<file path="src/sv/rrtcp_ram.sv">
// Generic RAM: one write port, two registered read ports (read returns old data).
// No dependencies.
`default_nettype none

module rrtcp_ram #(
   parameter int WIDTH = 64,
   parameter int DEPTH = 32,
   localparam int AW = (DEPTH > 1) ? $clog2(DEPTH) : 1
) (
   input  wire logic             clock,
   input  wire logic             wr_en,
   input  wire logic [AW-1:0]    wr_addr,
   input  wire logic [WIDTH-1:0] wr_data,
   input  wire logic [AW-1:0]    rd_addr_a,
   input  wire logic [AW-1:0]    rd_addr_b,
   output logic      [WIDTH-1:0] rd_data_a,
   output logic      [WIDTH-1:0] rd_data_b
);

   logic [WIDTH-1:0] mem [DEPTH];
   logic [WIDTH-1:0] rd_data_a_ff;
   logic [WIDTH-1:0] rd_data_b_ff;

   // storage write and registered reads
   always_ff @(posedge clock) begin
      if (wr_en) begin
         mem[wr_addr] <= wr_data;
      end
      rd_data_a_ff <= mem[rd_addr_a];
      rd_data_b_ff <= mem[rd_addr_b];
   end

   assign rd_data_a = rd_data_a_ff;
   assign rd_data_b = rd_data_b_ff;

endmodule

`default_nettype wire

</file>
<file path="config.mk">
export PLATFORM = sky130hd
export DESIGN_NAME = rrtcp_ram
export DESIGN_NICKNAME = d
export VERILOG_FILES = /design/src/sv/rrtcp_ram.sv
export SDC_FILE = /design/constraint.sdc
export NUM_CORES = 2
export LEC_CHECK = 0
export ABC_CLOCK_PERIOD_IN_PS = 6500
export BUFFER_PORTS_ARGS = -buffer_cell sky130_fd_sc_hd__clkbuf_2
export CELL_PAD_IN_SITES_DETAIL_PLACEMENT = 1
export CELL_PAD_IN_SITES_GLOBAL_PLACEMENT = 1
export CORE_ASPECT_RATIO = 0.9
export CORE_MARGIN = 1
export CORE_UTILIZATION = 35
export CTS_BUF_LIST = sky130_fd_sc_hd__clkbuf_8
export DETAILED_ROUTE_END_ITERATION = 10
export GPL_TIMING_DRIVEN = 0
export PLACE_DENSITY = 0.52
export SYNTH_ARGS = -nofsm -noshare
export SYNTH_HDL_FRONTEND = slang
export SYNTH_SLANG_ARGS = --single-unit
</file>
<file path="constraint.sdc">
create_clock -name clock -period 6.5 [get_ports clock]
set_input_delay 1.3 -clock clock [delete_from_list [all_inputs] [get_ports clock]]
set_output_delay 1.3 -clock clock [all_outputs]
set_load 0.005 [all_outputs]
</file>
Word-level counts from Yosys, hierarchy flattened
Memory sizes are Yosys's and may differ from the RTL's. A register that Yosys moved wholly into a read port is not among the register bits. Index checks and enable logic that the tools add are counted. W data, S select, Z words.

Bits in writable memories: 2048. Memories kept: 1. Bits in latches: 0. Memory bits (read-only): 0. Output and inout bits: 128. Register bits: 0.

$add $sub $neg: 0. $mul: 0. Order comparisons: 0. Bitwise gates (word level): 0. Muxes and demuxes: 2. Divide/modulo/power cells: 0. Eq/ne operators: 0. Shifts and indexed selects: 0. Reduce and logical (&&, ||, !) cells: 0.

Memories: mem (words 32, width 64, rd ports 2, clocked after Yosys merged registers in 2, write ports 1, RTL line 20) `logic [WIDTH-1:0] mem [DEPTH];`.

Operator list (number): $mux W1 (2).

Logic depth before layout (Yosys ltp)
Depth after elaboration: 2. Depth in mapped cells: 9.

Worst setup path before layout
OpenSTA, ideal clock, no wires.

Path kind: input to register. From: input port wr_addr[1]. To: memory mem[12][0] (enable). Setup time: 486 ps. Setup slack: 1378 ps. Cell stages on the path: 3. Buffers on the path: 1. Data arrival time: 4636 ps. Cell sequence: or3b_2 clkbuf_1 nor2_1.

RTL lines: start: declaration (RTL line 12) `input wire logic [AW-1:0] wr_addr,`; end: declaration (RTL line 20).

No word-level cell before the write port.

==> results_dict.tcl <==
set metrics [dict create \
    max_cap_violations 3 \
    drive_gt1_frac 0.4176 \
    cts_buffers 387 \
    gp_congestion 0.8723 \
    status "complete, but fails checks" \
    ios 209 \
    switching_share 0.2663 \
    cp.arrival_ns 5.56 \
    yosysWarnings 0 \
    cts_tree "yes" \
    area_delta_synth_final_pct 17.60 \
    grt_max_degree 33 \
    cts_max_level 5 \
    synth-main-ff-cell "edfxtp_1" \
    clk_latency_ns 1.07 \
    violations "max-capacitance violations, max-slew violations" \
    critPathMaxFanout 11 \
    fp.dieArea_um2 278300 \
    vdd_ir_drop_max_mv 0.1719 \
    synth_top_area_frac 0.6362 \
    vias 60470 \
    syn_area_um2 96660 \
    antenna_found_initial 54 \
    setup_tns_ns 0 \
    rows 182 \
    post_drt_wl_per_cell_um 50.94 \
    grt_use_met1 0.4566 \
    power_frac_seq 0.494 \
    clockBufferDepth 4 \
    ys_seq_area_frac 0.6627 \
    worstMarginPinSlew_ns 1.542 \
    clkTransAtPathRegs_ns 0.07 \
    relSlewSlack -0.02811 \
    hp-class "primary input to flip-flop" \
    drt-initial-drc-count 10140 \
    min_period_ns 4.759 \
    worstSetupPathType "primary input to flip-flop" \
    cts_resized 0 \
    power_frac_clock 0.402 \
    core_area_um2 273900 \
    rsz0062_at_grt "no" \
    powerDensity_nw_per_um2 279.6 \
    ys_types 39 \
    leakage_nw 37.38 \
    ant_nets 0 \
    synth-edff-count 2048 \
    grt_overflow 0 \
    hpwl_um 316500 \
    setup_slack_ns 1.741 \
    die_h_um 500.6 \
    drt-vias-per-instance 6.557 \
    fmax_ghz 0.2101 \
    synthCells 4441 \
    drc_errors 0 \
    finalHoldWorstSlack_ns 0.8633 \
    grt_pass1_vias 59530 \
    hold_viol 0 \
    portBuffers 200 \
    end_kind "flip-flop" \
    use_met2 0.4960 \
    cts_setup_buffers 0 \
    use_met3 0.08843 \
    async_flop_share 0 \
    ctsRootBufferMaster "clkbuf_8" \
    top_usage_layer "met2" \
    finalCritPeriodShare 0.7322 \
    synth_fp_nets 4522 \
    die_x_um 555.9 \
    comb_power_share 0.104 \
    post-synth-top-count-cell "edfxtp_1" \
    setup_viol 0 \
    synth_area_leaders "edfxtp_1, mux4_2, mux2i_1" \
    synth_common_cells "edfxtp_1, mux4_2, mux2i_1, buf_2, dfxtp_1" \
    pre_cts_ws_ns 1.062 \
    wl_um 469800 \
    required_ns 7.30 \
    n_fill_cell 25720 \
    report.final.slew_viol_count 28 \
    final_nets 5282 \
    p_int_mw 23.32 \
    grtUsageTotal 0.3350 \
    finalClockSkew_ns 0.05884 \
    yosys.area.top_type "edfxtp_1" \
    avgSynthCellArea_um2 21.77 \
    cts_hold_buf 0 \
    p_switching_mw 8.464 \
    synth_seq_cells 2176 \
    first_pass_iters 5 \
    start_util 0.3528 \
    cts.sinks 2176 \
    grt_pass1_wl_um 602200 \
    start_kind "primary input" \
]
-- kinds of logic after synthesis --
family	synth area share
buf+inv	0.01887
simple gates	0.008569
compound gates	0.02371
mux	0.2861
flops	0.6627
-- placed cells by master, fill, tap and decap left out, types with 93 or more instances in the layout --
master | Yosys | final
edfxtp_1 | 2048 | 2048
mux4_2 | 1039 | 1039
clkbuf_8 | 0 | 414
mux2i_1 | 362 | 362
clkbuf_2 | 0 | 260
buf_2 | 129 | 158
buf_12 | 0 | 147
inv_1 | 0 | 138
dfxtp_1 | 128 | 128
a221oi_1 | 93 | 93
-- per-stage QoR --
step | area, µm² | std cells | total power, mW | utilization
6_report | 113700 | 9222 | 31.78 | 0.4149
2_1_floorplan | 96660 | 4441 | 17.46 | -
3_5_place_dp | 106200 | 8492 | 19.21 | 0.3877
3_3_place_gp | 102300 | 8321 | 19.15 | 0.3733
5_1_grt | 113600 | 9201 | 32.40 | 0.4147
4_1_cts | 113600 | 9193 | 31.81 | 0.4147
-- area by class of cell --
| cell class | count | area [µm²] | area share |
|---|---|---|---|
| plain buffers | 347 | 1932 | 0.01700 |
| clock buffers | 414 | 5698 | 0.05013 |
| well taps | 3680 | 4604 | 0.04051 |
| inverters | 1 | 3.754 | 0.00003302 |
| repair buffers | 371 | 4567 | 0.04018 |
| flip-flops and latches | 2176 | 64060 | 0.5636 |
| multi-input cells | 1917 | 31030 | 0.2730 |
| clock inverters | 287 | 1704 | 0.01499 |
| diodes | 29 | 72.57 | 0.0006384 |
-- critical path, stage by stage --
cell and delay, ns:
buf_2 0.28, buf_4 0.23, buf_4 0.30, buf_2 0.86, buf_2 1.16, mux2i_1 0.20, a221oi_1 1.15
-- path summary, 6_finish.rpt --
path / end / startpoint / slack, ns / cells after the start
worst max-delay path: rd_data_a[41] / rd_addr_a[2] / 1.74 / 7
worst min-delay path: mem[17][58] / wr_data[58] / 0.86 / 1
worst max register to register: rd_data_a[27] / mem[18][27] / 4.27 / 4
worst min register to register: rd_data_b[11] / mem[10][11] / 0.93 / 3
-- registers in the layout (all words and copies together) (netlist names) --
signal     count
mem         2048
rd_data_b     64
rd_data_a     64
-- power groups by stage --
stage | sequential [mW] | combinational [mW] | clock (mW)
final | 15.7 | 3.30 | 12.8
after global routing | 15.7 | 3.32 | 13.4
after CTS | 15.7 | 3.24 | 12.9
after detailed placement | 16.0 | 3.23 | 0
after global placement | 16.0 | 3.14 | 0
after floorplan | 16.0 | 1.49 | 0
-- metal layers --
layer  part of all wire  vias up
met4              0.054       16
met2               0.44     4534
met5            0.00024        -
li1                   -    21260
met1               0.39    33710
met3               0.11      951
Power figures use the tool's default switching activity.
